===== config.mk =====
export PLATFORM = sky130hd
export DESIGN_NAME = rc_filter_cascade_core
export DESIGN_NICKNAME = d
export VERILOG_FILES = /design/src/hdl/rcf_pkg.sv /design/src/hdl/rcf_ram.sv /design/src/hdl/rcf_useq.sv /design/src/hdl/rcf_datapath.sv /design/src/hdl/rc_filter_cascade_core.sv
export SDC_FILE = /design/constraint.sdc
export NUM_CORES = 2
export LEC_CHECK = 0
export ABC_AREA = 1
export BUFFER_PORTS_ARGS = -buffer_cell sky130_fd_sc_hd__buf_2
export CAP_MARGIN = 40
export CORE_MARGIN = 4
export CORE_UTILIZATION = 60
export CTS_BUF_LIST = sky130_fd_sc_hd__clkbuf_4
export DETAILED_ROUTE_END_ITERATION = 8
export PLACE_DENSITY = 0.81
export SYNTH_ARGS = -nofsm -noshare
export SYNTH_HDL_FRONTEND = slang
export SYNTH_SLANG_ARGS = --single-unit

===== constraint.sdc =====
create_clock -name clock -period 23.7 [get_ports clock]
set_clock_uncertainty 0.2 [all_clocks]
set_input_delay 1.185 -clock clock [delete_from_list [all_inputs] [get_ports clock]]
set_output_delay 1.185 -clock clock [all_outputs]
set_load 0.005 [all_outputs]

===== src/hdl/rcf_pkg.sv =====
// ----------------------------------------------------------------------------
// rcf_pkg
// shared constants, types and the control store of the rc filter cascade
// ----------------------------------------------------------------------------
package rcf_pkg;

   // cascade size
   localparam int STAGES = 8;
   localparam int DEPTH  = 4 * STAGES;
   localparam int ADDR_W = $clog2(DEPTH);
   localparam int CNT_W  = $clog2(STAGES + 1);

   // section state word: voltage over last input
   localparam int VOLT_W = 32;
   localparam int SAMP_W = 16;
   localparam int MEM_W  = VOLT_W + SAMP_W;

   // multiplier operands and product
   localparam int MUL_A_W = 34;
   localparam int MUL_B_W = 17;
   localparam int PROD_W  = MUL_A_W + MUL_B_W;

   // configuration port
   localparam int CSR_IDX_W  = 2;
   localparam int CSR_DATA_W = 16;

   localparam logic [CSR_IDX_W-1:0] REG_FILTER_MODE = 2'd0;
   localparam logic [CSR_IDX_W-1:0] REG_STAGE_COUNT = 2'd1;
   localparam logic [CSR_IDX_W-1:0] REG_COEFFICIENT = 2'd2;
   localparam logic [CSR_IDX_W-1:0] REG_GAIN        = 2'd3;

   localparam logic [1:0]  MODE_LOW_PASS     = 2'd0;
   localparam logic [1:0]  MODE_HIGH_PASS    = 2'd1;
   localparam logic [1:0]  MODE_BAND_PASS    = 2'd2;

   localparam logic [1:0]  RESET_FILTER_MODE = MODE_LOW_PASS;
   localparam logic [3:0]  RESET_STAGE_COUNT = 4'd1;
   localparam logic [15:0] RESET_COEFFICIENT = 16'd4096;
   localparam logic [15:0] RESET_GAIN        = 16'd256;

   typedef struct packed {
      logic [1:0]  filter_mode;
      logic [3:0]  stage_count;
      logic [15:0] coefficient;
      logic [15:0] gain;
   } cfg_type;

   // sequencer branch conditions
   localparam logic [1:0] COND_NEXT   = 2'd0;  // fall through
   localparam logic [1:0] COND_ACCEPT = 2'd1;  // wait for input, skip if no stages
   localparam logic [1:0] COND_MORE   = 2'd2;  // loop while sections remain
   localparam logic [1:0] COND_EMIT   = 2'd3;  // wait for the output register

   localparam int PC_W     = 3;
   localparam int PROG_LEN = 7;

   // program steps
   localparam logic [PC_W-1:0] ST_IDLE = 3'd0;
   localparam logic [PC_W-1:0] ST_READ = 3'd1;
   localparam logic [PC_W-1:0] ST_LOAD = 3'd2;
   localparam logic [PC_W-1:0] ST_VNEW = 3'd3;
   localparam logic [PC_W-1:0] ST_GAIN = 3'd4;
   localparam logic [PC_W-1:0] ST_OUTX = 3'd5;
   localparam logic [PC_W-1:0] ST_EMIT = 3'd6;

   typedef struct packed {
      logic            req_rdy;   // input channel open
      logic            load_in;   // capture sample and reset section counters
      logic            mem_rd;    // read section state
      logic            load_v;    // latch state, multiply v by k
      logic            calc_v;    // new resistor voltage
      logic            mem_wr;    // write section state, multiply by gain
      logic            load_x;    // round section output, advance section
      logic            emit;      // hand result to output register
      logic [1:0]      cond;
      logic [PC_W-1:0] target;
   } uword_type;

   typedef struct packed {
      logic accept;
      logic empty;
      logic more;
      logic out_busy;
   } seq_status_type;

   typedef struct packed {
      logic empty;
      logic more;
   } dp_status_type;

   function automatic uword_type ucode_rom(input logic [PC_W-1:0] pc);
      uword_type uw;
      uw = '0;
      unique case (pc)
         ST_IDLE: begin
            uw.req_rdy = 1'b1;
            uw.load_in = 1'b1;
            uw.cond    = COND_ACCEPT;
            uw.target  = ST_EMIT;
         end
         ST_READ: begin
            uw.mem_rd = 1'b1;
            uw.cond   = COND_NEXT;
         end
         ST_LOAD: begin
            uw.load_v = 1'b1;
            uw.cond   = COND_NEXT;
         end
         ST_VNEW: begin
            uw.calc_v = 1'b1;
            uw.cond   = COND_NEXT;
         end
         ST_GAIN: begin
            uw.mem_wr = 1'b1;
            uw.cond   = COND_NEXT;
         end
         ST_OUTX: begin
            uw.load_x = 1'b1;
            uw.cond   = COND_MORE;
            uw.target = ST_READ;
         end
         ST_EMIT: begin
            uw.emit   = 1'b1;
            uw.cond   = COND_EMIT;
            uw.target = ST_IDLE;
         end
         default: begin
            uw.cond   = COND_EMIT;
            uw.target = ST_IDLE;
         end
      endcase
      return uw;
   endfunction

endpackage


===== src/hdl/rcf_ram.sv =====
// ----------------------------------------------------------------------------
// rcf_ram
// generic single-port-write, single-port-read ram with registered read
// ----------------------------------------------------------------------------
module rcf_ram #(
   parameter int WIDTH = 8,
   parameter int DEPTH = 16
) (
   input  logic                     clock,
   input  logic                     wr_en,
   input  logic [$clog2(DEPTH)-1:0] wr_addr,
   input  logic [WIDTH-1:0]         wr_data,
   input  logic                     rd_en,
   input  logic [$clog2(DEPTH)-1:0] rd_addr,
   output logic [WIDTH-1:0]         rd_data
);

   logic [WIDTH-1:0] mem [DEPTH];
   logic [WIDTH-1:0] rd_data_ff;

   always_ff @(posedge clock) begin
      if (wr_en) begin
         mem[wr_addr] <= wr_data;
      end
      if (rd_en) begin
         rd_data_ff <= mem[rd_addr];
      end
   end

   assign rd_data = rd_data_ff;

endmodule


===== src/hdl/rcf_useq.sv =====
// ----------------------------------------------------------------------------
// rcf_useq
// step counter and control store of the filter sequencer
// ----------------------------------------------------------------------------
module rcf_useq
   import rcf_pkg::*;
(
   input  logic           clock,
   input  logic           reset,
   input  seq_status_type status,
   output uword_type      uword
);

   logic [PC_W-1:0] pc_ff;
   logic [PC_W-1:0] pc_in;
   logic [PC_W-1:0] pc_inc;

   assign uword  = ucode_rom(pc_ff);
   assign pc_inc = pc_ff + PC_W'(1);

   always_comb begin
      unique case (uword.cond)
         COND_NEXT:   pc_in = pc_inc;
         COND_ACCEPT: begin
            if (!status.accept) begin
               pc_in = pc_ff;
            end else if (status.empty) begin
               pc_in = uword.target;
            end else begin
               pc_in = pc_inc;
            end
         end
         COND_MORE:   pc_in = status.more ? uword.target : pc_inc;
         COND_EMIT:   pc_in = status.out_busy ? pc_ff : uword.target;
         default:     pc_in = ST_IDLE;
      endcase
   end

   always_ff @(posedge clock) begin
      if (reset) begin
         pc_ff <= ST_IDLE;
      end else begin
         pc_ff <= pc_in;
      end
   end

`ifndef SYNTHESIS
   a_pc_in_program: assert property (@(posedge clock) disable iff (reset)
      pc_ff < PC_W'(PROG_LEN))
      else $error("step counter left the program");
`endif

endmodule


===== src/hdl/rcf_datapath.sv =====
// ----------------------------------------------------------------------------
// rcf_datapath
// section arithmetic, section state store and cascade position counters
// ----------------------------------------------------------------------------
module rcf_datapath
   import rcf_pkg::*;
(
   input  logic                     clock,
   input  logic                     reset,
   input  uword_type                uword,
   input  logic                     accept,
   input  cfg_type                  cfg,
   input  logic signed [SAMP_W-1:0] sample_in,
   input  logic                     channel,
   output logic signed [SAMP_W-1:0] sample_result,
   output dp_status_type            status
);

   logic signed [SAMP_W-1:0]  x_ff;
   logic                      ch_ff;
   logic [CNT_W-1:0]          stage_ff;
   logic                      sect_ff;       // 1 high-pass, 0 low-pass
   logic signed [VOLT_W-1:0]  v_ff;
   logic signed [SAMP_W:0]    du_ff;
   logic signed [PROD_W-1:0]  prod_ff;
   logic [DEPTH-1:0]          valid_ff;

   logic [CNT_W-1:0]          n_stages;
   logic [CNT_W:0]            stage_inc;
   logic                      first_sect;
   logic                      more;
   logic [ADDR_W-1:0]         addr;
   logic [MEM_W-1:0]          rd_data;
   logic signed [VOLT_W-1:0]  rd_v;
   logic signed [SAMP_W-1:0]  rd_x;
   logic signed [MUL_A_W-1:0] gain_operand;
   logic signed [MUL_A_W-1:0] mul_a;
   logic signed [MUL_B_W-1:0] mul_b;
   logic signed [PROD_W-1:0]  prod_full;
   logic signed [PROD_W-1:0]  vk_round;
   logic signed [34:0]        vsum;
   logic signed [VOLT_W-1:0]  v_new;
   logic signed [PROD_W-1:0]  out_round;
   logic signed [27:0]        out_wide;
   logic signed [SAMP_W-1:0]  out_sat;

   // stage count clamped to the cascade size
   always_comb begin
      if (int'(cfg.stage_count) > STAGES) begin
         n_stages = CNT_W'(STAGES);
      end else begin
         n_stages = CNT_W'(cfg.stage_count);
      end
   end

   assign first_sect = (cfg.filter_mode != MODE_LOW_PASS);
   assign stage_inc  = {1'b0, stage_ff} + (CNT_W + 1)'(1);
   // band-pass runs high then low within one stage
   assign more       = (sect_ff && cfg.filter_mode[1]) ||
                       (stage_inc < {1'b0, n_stages});

   assign status.empty = (n_stages == '0);
   assign status.more  = more;

   assign addr = ADDR_W'({stage_ff, sect_ff, ch_ff});

   rcf_ram #(
      .WIDTH (MEM_W),
      .DEPTH (DEPTH)
   ) u_state_ram (
      .clock   (clock),
      .wr_en   (uword.mem_wr),
      .wr_addr (addr),
      .wr_data ({v_ff, x_ff}),
      .rd_en   (uword.mem_rd),
      .rd_addr (addr),
      .rd_data (rd_data)
   );

   // never-written entries read as zero
   assign rd_v = valid_ff[addr] ? signed'(rd_data[MEM_W-1:SAMP_W]) : '0;
   assign rd_x = valid_ff[addr] ? signed'(rd_data[SAMP_W-1:0]) : '0;

   // shared multiplier: v*k, then v*gain or (x - v)*gain
   assign gain_operand = sect_ff ? MUL_A_W'(v_ff)
                                 : (MUL_A_W'(x_ff) <<< 15) - MUL_A_W'(v_ff);
   assign mul_a     = uword.mem_wr ? gain_operand : MUL_A_W'(rd_v);
   assign mul_b     = signed'({1'b0, (uword.mem_wr ? cfg.gain : cfg.coefficient)});
   assign prod_full = mul_a * mul_b;

   // v' = v + du*2^15 - round(v*k / 2^16), saturated
   assign vk_round = prod_ff + PROD_W'(32768);
   assign vsum     = 35'(v_ff) + (35'(du_ff) <<< 15) - signed'(vk_round[50:16]);
   assign v_new    = (&vsum[34:31] || ~|vsum[34:31]) ? vsum[31:0]
                                                     : {vsum[34], {31{~vsum[34]}}};

   // section output: round product / 2^23, saturated
   assign out_round = prod_ff + (PROD_W'(1) <<< 22);
   assign out_wide  = signed'(out_round[50:23]);
   assign out_sat   = (&out_wide[27:15] || ~|out_wide[27:15]) ? out_wide[15:0]
                                                              : {out_wide[27], {15{~out_wide[27]}}};

   always_ff @(posedge clock) begin
      if (uword.load_in && accept) begin
         x_ff  <= sample_in;
         ch_ff <= channel;
      end else if (uword.load_x) begin
         x_ff <= out_sat;
      end
      if (uword.load_v) begin
         v_ff  <= rd_v;
         du_ff <= 17'(x_ff) - 17'(rd_x);
      end else if (uword.calc_v) begin
         v_ff <= v_new;
      end
      if (uword.load_v || uword.mem_wr) begin
         prod_ff <= prod_full;
      end
   end

   always_ff @(posedge clock) begin
      if (reset) begin
         stage_ff <= '0;
         sect_ff  <= 1'b0;
         valid_ff <= '0;
      end else begin
         if (uword.load_in && accept) begin
            stage_ff <= '0;
            sect_ff  <= first_sect;
         end else if (uword.load_x) begin
            if (sect_ff && cfg.filter_mode[1]) begin
               sect_ff <= 1'b0;
            end else begin
               stage_ff <= stage_inc[CNT_W-1:0];
               sect_ff  <= first_sect;
            end
         end
         if (uword.mem_wr) begin
            valid_ff[addr] <= 1'b1;
         end
      end
   end

   assign sample_result = x_ff;

`ifndef SYNTHESIS
   a_write_marks_valid: assert property (@(posedge clock) disable iff (reset)
      uword.mem_wr |=> valid_ff[$past(addr)])
      else $error("state write did not mark its entry valid");
`endif

endmodule


===== src/hdl/rc_filter_cascade_core.sv =====
// ----------------------------------------------------------------------------
// rc_filter_cascade_core
// cascade of first-order rc filter sections, one shared datapath run by a
// microcoded sequencer
// ----------------------------------------------------------------------------
//
//  channel   direction  handshake               payload
//  req       in         req_valid / req_ready   req_sample_in, req_channel
//  rsp       out        rsp_valid / rsp_ready   rsp_sample_out
//  csr       in         csr_wr_en               csr_index, csr_data
//
//  one sample at a time: idle takes it, then read, load, vnew, gain and outx
//  run per section, then emit; sections being stage_count (clamped to
//  STAGES), doubled in band-pass; these steps come from the single shared
//  multiplier and the registered state ram read; zero stages: skips to emit
//  reset loads config defaults, clears sequencer and state valid bits at once
//  a held result stalls only the final step; the next sample can be taken
//  and filtered while the previous result waits in the output register
//
module rc_filter_cascade_core
   import rcf_pkg::*;
(
   input  logic                     clock,
   input  logic                     reset,
   // input transfer
   input  logic                     req_valid,
   output logic                     req_ready,
   input  logic signed [SAMP_W-1:0] req_sample_in,
   input  logic                     req_channel,
   // result transfer
   output logic                     rsp_valid,
   input  logic                     rsp_ready,
   output logic signed [SAMP_W-1:0] rsp_sample_out,
   // configuration writes
   input  logic                     csr_wr_en,
   input  logic [CSR_IDX_W-1:0]     csr_index,
   input  logic [CSR_DATA_W-1:0]    csr_data
);

   cfg_type                  cfg_ff;
   uword_type                uword;
   seq_status_type           seq_status;
   dp_status_type            dp_status;
   logic                     accept;
   logic                     out_busy;
   logic                     emit_fire;
   logic signed [SAMP_W-1:0] sample_result;
   logic                     rsp_valid_ff;
   logic signed [SAMP_W-1:0] rsp_sample_ff;

   // config registers
   always_ff @(posedge clock) begin
      if (reset) begin
         cfg_ff.filter_mode <= RESET_FILTER_MODE;
         cfg_ff.stage_count <= RESET_STAGE_COUNT;
         cfg_ff.coefficient <= RESET_COEFFICIENT;
         cfg_ff.gain        <= RESET_GAIN;
      end else if (csr_wr_en) begin
         unique case (csr_index)
            REG_FILTER_MODE: cfg_ff.filter_mode <= csr_data[1:0];
            REG_STAGE_COUNT: cfg_ff.stage_count <= csr_data[3:0];
            REG_COEFFICIENT: cfg_ff.coefficient <= csr_data;
            REG_GAIN:        cfg_ff.gain        <= csr_data;
            default:         ;
         endcase
      end
   end

   // handshake glue
   assign req_ready = uword.req_rdy;
   assign accept    = req_valid && uword.req_rdy;
   assign out_busy  = rsp_valid_ff && !rsp_ready;
   // result may only enter the output register once the old one is taken
   assign emit_fire = uword.emit && !out_busy;

   assign seq_status.accept   = accept;
   assign seq_status.empty    = dp_status.empty;
   assign seq_status.more     = dp_status.more;
   assign seq_status.out_busy = out_busy;

   rcf_useq u_useq (
      .clock  (clock),
      .reset  (reset),
      .status (seq_status),
      .uword  (uword)
   );

   rcf_datapath u_datapath (
      .clock         (clock),
      .reset         (reset),
      .uword         (uword),
      .accept        (accept),
      .cfg           (cfg_ff),
      .sample_in     (req_sample_in),
      .channel       (req_channel),
      .sample_result (sample_result),
      .status        (dp_status)
   );

   // output register
   always_ff @(posedge clock) begin
      if (reset) begin
         rsp_valid_ff <= 1'b0;
      end else if (emit_fire) begin
         rsp_valid_ff <= 1'b1;
      end else if (rsp_ready) begin
         rsp_valid_ff <= 1'b0;
      end
   end

   always_ff @(posedge clock) begin
      if (emit_fire) begin
         rsp_sample_ff <= sample_result;
      end
   end

   assign rsp_valid      = rsp_valid_ff;
   assign rsp_sample_out = rsp_sample_ff;

`ifndef SYNTHESIS
   a_one_item_in_flight: assert property (@(posedge clock) disable iff (reset)
      accept |=> !req_ready)
      else $error("input reopened right after a transfer");

   a_result_from_emit: assert property (@(posedge clock) disable iff (reset)
      $rose(rsp_valid) |-> $past(emit_fire))
      else $error("result appeared without an emit step");

   a_no_overwrite: assert property (@(posedge clock) disable iff (reset)
      (rsp_valid && !rsp_ready) |=> $stable(rsp_sample_out))
      else $error("waiting result overwritten");
`endif

endmodule

### After elaboration in Yosys (flattened, before gate mapping)

Memories as Yosys holds them, arrays and structs flattened. A register that Yosys moved wholly into a read port is not among the register bits.
Index checks and enable logic that the tools add are counted.

| operators by class | value |
|---|---|
| multiply operators | 1 |
| reductions and logical operators | 34 |
| bitwise operators | 4 |
| mux-type cells | 37 |
| add/sub/neg operators | 8 |
| shifts and indexed selects | 0 |
| divide/modulo/power cells | 0 |
| $lt $le $gt $ge | 4 |
| eq/ne operators | 14 |

Operator list:

| operator | number |
|---|---|
| $mux 32 | 4 |
| $mux 16 | 5 |
| $mux 34 | 2 |
| $add 51x17->51 const B | 1 |
| $add 51x24->51 const B | 1 |
| $mul 34x17->51 | 1 |
| $sub 35x35->35 | 1 |
| $add 32x32->33 | 1 |
| $sub 31x32->33 | 1 |
| $or 32x32->32 | 1 |
| $sub 16x16->17 | 1 |
| $mux 1 | 15 |
| $reduce_and 13->1 | 1 |
| $reduce_or 13->1 | 1 |
| $mux 3 | 4 |
| $pmux 3 s4 | 1 |
| $reduce_and 2->1 | 6 |
| $eq 3x3->1 const B | 3 |
| $eq 2x2->1 const B | 4 |
| $reduce_bool 2->1 | 4 |
| $reduce_or 4->1 | 2 |
| $eq 3x2->1 const B | 2 |
| $logic_and 1x1->1 | 6 |
| $lt 5x6->1 const B | 1 |
| 23 further kinds | 33 |

| storage, ports and cells | value |
|---|---|
| memory bits (read-only) | 0 |
| output and inout bits | 18 |
| bits in writable memories | 1536 |
| input bits | 40 |
| word-level logic and storage cells | 118 |
| bits in latches | 0 |
| memories | 1 |
| flip-flop bits (word level) | 212 |

Memory list:

| name | depth | width | rd ports | clocked after memory_dff | wr ports | line | text |
|---|---|---|---|---|---|---|---|
| u_datapath.u_state_ram.mem | 32 | 48 | 1 | 1 | 1 | rcf_ram.sv:18 | `logic [WIDTH-1:0] mem [DEPTH];` |

### Depth between registers and ports, before layout

| logic depth | value |
|---|---|
| depth after elaboration | 8 |
| depth in mapped cells | 42 |
| mapped depth without buffers | 39 |

### By module

From an unflattened synthesis, not the netlist that was laid out.

| unflattened totals | value |
|---|---|
| cells, all modules | 9883 |
| area, all modules | 97972.7 um^2 |

By module, submodules not included:

| module | cells an instance | sequential area each (um^2) | instances | area an instance (um^2) |
|---|---|---|---|---|
| rcf_ram | 5279 | 47565.6 | 1 | 63447.1 |
| rcf_datapath | 4272 | 3803.6 | 1 | 31963.2 |
| rc_filter_cascade_core | 265 | 1261.2 | 1 | 2105.8 |
| rcf_useq | 67 | 60.1 | 1 | 456.7 |

### Worst setup path before layout

No wires, ideal clock.

| path | value |
|---|---|
| path type | reg-to-reg |
| from | register u_datapath.v_ff[16] |
| to | register u_datapath.prod_ff[45] (data pin) |
| stages on the path, launching flop included | 39 |
| data required time | 23.247 ns |
| path slack | 15.705 ns |
| arrival | 7.542 ns |
| path through | edfxtp_1 -> inv_1 -> ha_1 -> nand2_1 -> inv_1 -> nand2_1 -> nor3_1 -> nand3_1 -> nand3_1 -> nand2_1 -> nand2_1 -> nand2_1 -> nand3_1 -> nand2_1 -> nand2_1 -> nand2_4 -> nor2_2 -> inv_2 -> [3 not listed] -> clkbuf_1 -> clkinv_1 -> or2_2 -> nand2_1 -> o21ai_0 -> fa_1 -> fa_1 -> inv_1 -> fa_1 -> inv_1 -> ha_1 -> nand2_1 -> nor2_1 -> inv_1 -> nor4_1 -> o21ai_0 -> nand4_1 -> nand2_1 |

| on the way | value |
|---|---|
| word-level cells in the longest chain between the ends | 4 |

Ends and longest elaborated chain:

| item | line | text |
|---|---|---|
| start: declaration | rcf_datapath.sv:23 | `logic signed [VOLT_W-1:0] v_ff;` |
| start signal: assignment | rcf_datapath.sv:111 | `v_ff <= rd_v;` |
| start signal: assignment | rcf_datapath.sv:114 | `v_ff <= v_new;` |
| $sub 31x32->33 | rcf_datapath.sv:86 | `: (MUL_A_W'(x_ff) <<< 15) - MUL_A_W'(v_ff);` |
| $mux 34 (*) | rcf_datapath.sv:85 | `assign gain_operand = sect_ff ? MUL_A_W'(v_ff)` |
| $mux 34 (*) | rcf_datapath.sv:87 | `assign mul_a = uword.mem_wr ? gain_operand : MUL_A_W'(rd_v);` |
| $mul 34x17->51 (*) | rcf_datapath.sv:89 | `assign prod_full = mul_a * mul_b;` |
| via u_datapath.prod_full[45] | rcf_datapath.sv:39 | `logic signed [PROD_W-1:0] prod_full;` |
| end signal: assignment | rcf_datapath.sv:117 | `prod_ff <= prod_full;` |
| end: declaration | rcf_datapath.sv:25 | `logic signed [PROD_W-1:0] prod_ff;` |

The timed path passes the listed nets; every way through them passes the cells marked *.
A chain may end at the register's enable or synchronous reset.

### Worst setup path in the final report

| path | value |
|---|---|
| from | register u_datapath.sect_ff |
| to | register u_datapath.prod_ff[38] (data pin) |

| on the way | value |
|---|---|
| word-level cells in the longest chain between the ends | 5 |
| elaborated cells on any way between the ends | 6 |
| classes of those cells | 1 x mul; 5 x mux |

Ends and longest elaborated chain:

| item | line | text |
|---|---|---|
| start: declaration | rcf_datapath.sv:22 | `logic sect_ff;` |
| start signal: assignment | rcf_datapath.sv:129 | `sect_ff <= first_sect;` |
| start signal: assignment | rcf_datapath.sv:135 | `sect_ff <= first_sect;` |
| $bmux 1 s5 | rcf_datapath.sv:81 | `assign rd_v = valid_ff[addr] ? signed'(rd_data[MEM_W-1:SAMP_W]) : '0;` |
| $mux 1 (not written as such) | rcf_datapath.sv:81 |  |
| $mux 32 | rcf_datapath.sv:81 |  |
| $mux 34 (*) | rcf_datapath.sv:87 |  |
| $mul 34x17->51 (*) | rcf_datapath.sv:89 |  |
| via u_datapath.prod_full[38] | rcf_datapath.sv:39 |  |

The timed path passes the listed nets; every way through them passes the cells marked *. The select of a mux whose other input is x is not followed.

==> impl_metrics.tcl <==
set metrics [dict create \
    drc 0 \
    drtIter0Drc 10900 \
    nets 8896 \
    ctsHtreeMaxLevel 5 \
    synthArstFlopShare_pct 0 \
    syn_nets 8520 \
    reg2reg_slack_ns 12.81 \
    period_needed_ns 10.89 \
    root_buffer "clkbuf_4" \
    grt_pass1_vias 66900 \
    worst_skew_pair.late_latency_ns 1.34 \
    io-pin-count 58 \
    die_area_um2 159000 \
    cpMostUsedCell "nand2_1" \
    track_usage_pct 36.5 \
    synthCells 7766 \
    synth_cell_types 59 \
    cts_buffers 429 \
    crit_start "u_datapath.sect_ff" \
    ys_seq_area_share_pct 57.7 \
    hpwl_um 185000 \
    clockBufferDepth 4 \
    worstPathArrival_ns 11.71 \
    ys_ff_latch 1781 \
    rsz0062_at_grt "no" \
    status "finished, final reports clean" \
    cap_violations 0 \
    avgSynthCellArea_um2 11.8 \
    cp_data_required_time_ns 24.52 \
    cts.clk_slew.worst_paths_ns 0.07 \
    clock.fmax_ghz 0.0918 \
    die_y_um 398 \
    peakVddDrop_mv 0.207 \
    pwr_density_cell_nw_per_um2 98.6 \
    grt_start_max_net_pins 173 \
    crit_path_max_incr_delay_ns 0.60 \
    endpoint_kind "flop" \
    max_slew_margin_pct 25.3 \
    fin_tns_setup_ns 0 \
    synth_area_um2 91400 \
    antenna_found_initial 8 \
    synth_top_area_share_pct 55.9 \
    hold-worst-slack_ns 0.210 \
    yosys_warnings 0 \
    r2r-end "u_datapath.prod_ff[38]" \
    core_um2 150000 \
    hold_start "csr_wr_en" \
    r2r-start "u_datapath.sect_ff" \
    wirelength_um 290000 \
    whs_endpoint "cfg_ff[15]" \
    cts_resized 0 \
    setup_viol 0 \
    whs_path_depth 5 \
    vias 67300 \
    cts_sinks 1781 \
    finalMaxSlewViolations 0 \
    routed_via_density 6.42 \
    grt_pass1_wl_um 424000 \
    path_max_fanout 120 \
    p_leak_nw 38.4 \
    synth_area_leaders "edfxtp_1, fa_1, a22oi_1, nand2_1, inv_1" \
    wl_per_cell_um 27.7 \
    hold_violations 0 \
    cts_tree "built" \
    post-synth-top-count-cell "edfxtp_1" \
    die-width_um 398 \
    synth_edf_count 1702 \
    layout-drive-gt1-share_pct 12.9 \
    area_growth_pct 10.3 \
    yosys.area.top_type "edfxtp_1" \
    finalCritPeriodShare_pct 45.9 \
    synth_common_cells "edfxtp_1, nand2_1, inv_1" \
    worst_pin_slew_ns 1.12 \
    critPathKind "reg2reg" \
    dr.pass1.iters 8 \
    synth_ff_type "edfxtp_1" \
    grt_overflow 0 \
    gp_congestion 1.03 \
    hold_class "in2reg" \
    start_kind "flop" \
    initial_core_util_pct 60.7 \
    crit_slowest_cell "inv_8" \
    antenna_left 0 \
    fp-row-count 142 \
    numPortBuffers 57 \
    r2r_cells 39 \
]
==> report_power, final <==
group          total (W)  switching (W)  internal, W
Combinational    0.00336        0.00242     0.000936
Clock            0.00245        0.00120      0.00125
Sequential       0.00413       0.000113      0.00401
Total            0.00993        0.00373      0.00620
==> metrics by stage <==
stage	setup slack, ns	instances	power (W)	area (um^2)	util [%]
2_1_floorplan	15.71	7766	0.00626	91400	-
3_3_place_gp	12.83	9647	0.00731	94200	62.6
3_5_place_dp	13.17	9689	0.00741	95100	63.2
4_1_cts	13.10	10500	0.00983	101000	66.9
5_1_grt	12.34	10500	0.0104	101000	66.9
6_report	12.81	10500	0.00993	101000	67.0
==> logic make-up after synthesis <==
logic type	count (synthesis)	synth area share, %
AO/OA/AOI/OAI	1611	11.2
XOR/XNOR	166	1.59
adder cells (fa/ha/maj)	716	13.9
buffers and inverters	1327	5.63
flip-flops	1781	57.7
multiplexers	2	0.0219
AND/OR/NAND/NOR	2163	9.96
==> per-layer routing <==
| layer | track usage [%] | up-vias | part of all wire, % |
|---|---|---|---|
| met3 | 11.4 | 1052 | 15 |
| met5 | 0 | - | 0.0093 |
| met4 | 18.8 | 4 | 5.7 |
| li1 | - | 28100 | - |
| met2 | 53.8 | 5774 | 44 |
| met1 | 49.1 | 32300 | 35 |
==> flip-flops by register name, indices dropped and copies added (netlist names) <==
name and cells:
u_datapath.prod_ff 36, rsp_sample_out 16, u_datapath.du_ff 17, u_datapath.sample_result 16
cfg_ff 38, u_datapath.stage_ff 4, u_datapath.sect_ff 1, u_datapath.v_ff 32
u_datapath.valid_ff 32, rsp_valid 1, u_datapath.u_state_ram.mem 1536, u_datapath.u_state_ram.rd_data 48
u_useq.pc_ff 3, u_datapath.ch_ff 1
==> timing repair <==
item                                    in CTS  in global routing
endpoints found under the setup margin       0                  0
hold buffers                                37                  0
endpoints found under the hold margin       55                  0
buffers inserted                             0                  0
==> layout by cell type, fill, tap and decap left out, types with 17 or more instances in the layout <==
| master | instances |
|---|---|
| nor3_1 | 58 |
| ha_1 | 215 |
| xnor2_1 | 48 |
| nor4b_1 | 18 |
| nand2_2 | 27 |
| clkbuf_4 | 629 |
| xor2_1 | 118 |
| o21bai_1 | 17 |
| nor2_1 | 531 |
| nand4_1 | 35 |
| dlygate4sd3_1 | 37 |
| clkinv_1 | 86 |
| dfxtp_1 | 79 |
| inv_1 | 941 |
| inv_2 | 46 |
| a21oi_1 | 598 |
| nand2_1 | 1134 |
| buf_4 | 140 |
| fa_1 | 499 |
| or2_2 | 46 |
| buf_16 | 22 |
| nor4_1 | 42 |
| nor2_4 | 37 |
| o21ai_0 | 133 |
| a22oi_1 | 779 |
| nand3_1 | 193 |
| buf_2 | 59 |
| edfxtp_1 | 1702 |
==> critical path: cells and delay by family (launching register included) <==
kind / cells / cell delay (ns)
adder cells (fa/ha/maj): 7 / 3.45
AO/OA/AOI/OAI: 4 / 0.80
flip-flops: 1 / 0.38
AND/OR/NAND/NOR: 16 / 2.57
buffers and inverters: 12 / 2.94
==> area by class of cell <==
cell class | count | area [um^2]
well taps | 2016 | 2520
flip-flops and latches | 1781 | 52700
multi-input cells | 4658 | 33800
repair buffers | 278 | 2700
fillers | 10600 | 49700
clock inverters | 99 | 498
clock buffers | 629 | 4720
diodes | 15 | 37.5
inverters | 994 | 3750
==> worst max path at each step <==
| stage | endpoint | slack [ns] | cells after the start |
|---|---|---|---|
| 2_1_floorplan | u_datapath.prod_ff[45] | 15.71 | 38 |
| 3_3_place_gp | u_datapath.prod_ff[43] | 12.83 | 35 |
| 3_5_place_dp | u_datapath.prod_ff[45] | 13.17 | 34 |
| 4_1_cts | u_datapath.prod_ff[45] | 13.10 | 34 |
| 5_1_grt | u_datapath.prod_ff[38] | 12.34 | 38 |
| 6_report | u_datapath.prod_ff[38] | 12.81 | 39 |
Note: power is estimated with default switching activity, not from simulation.
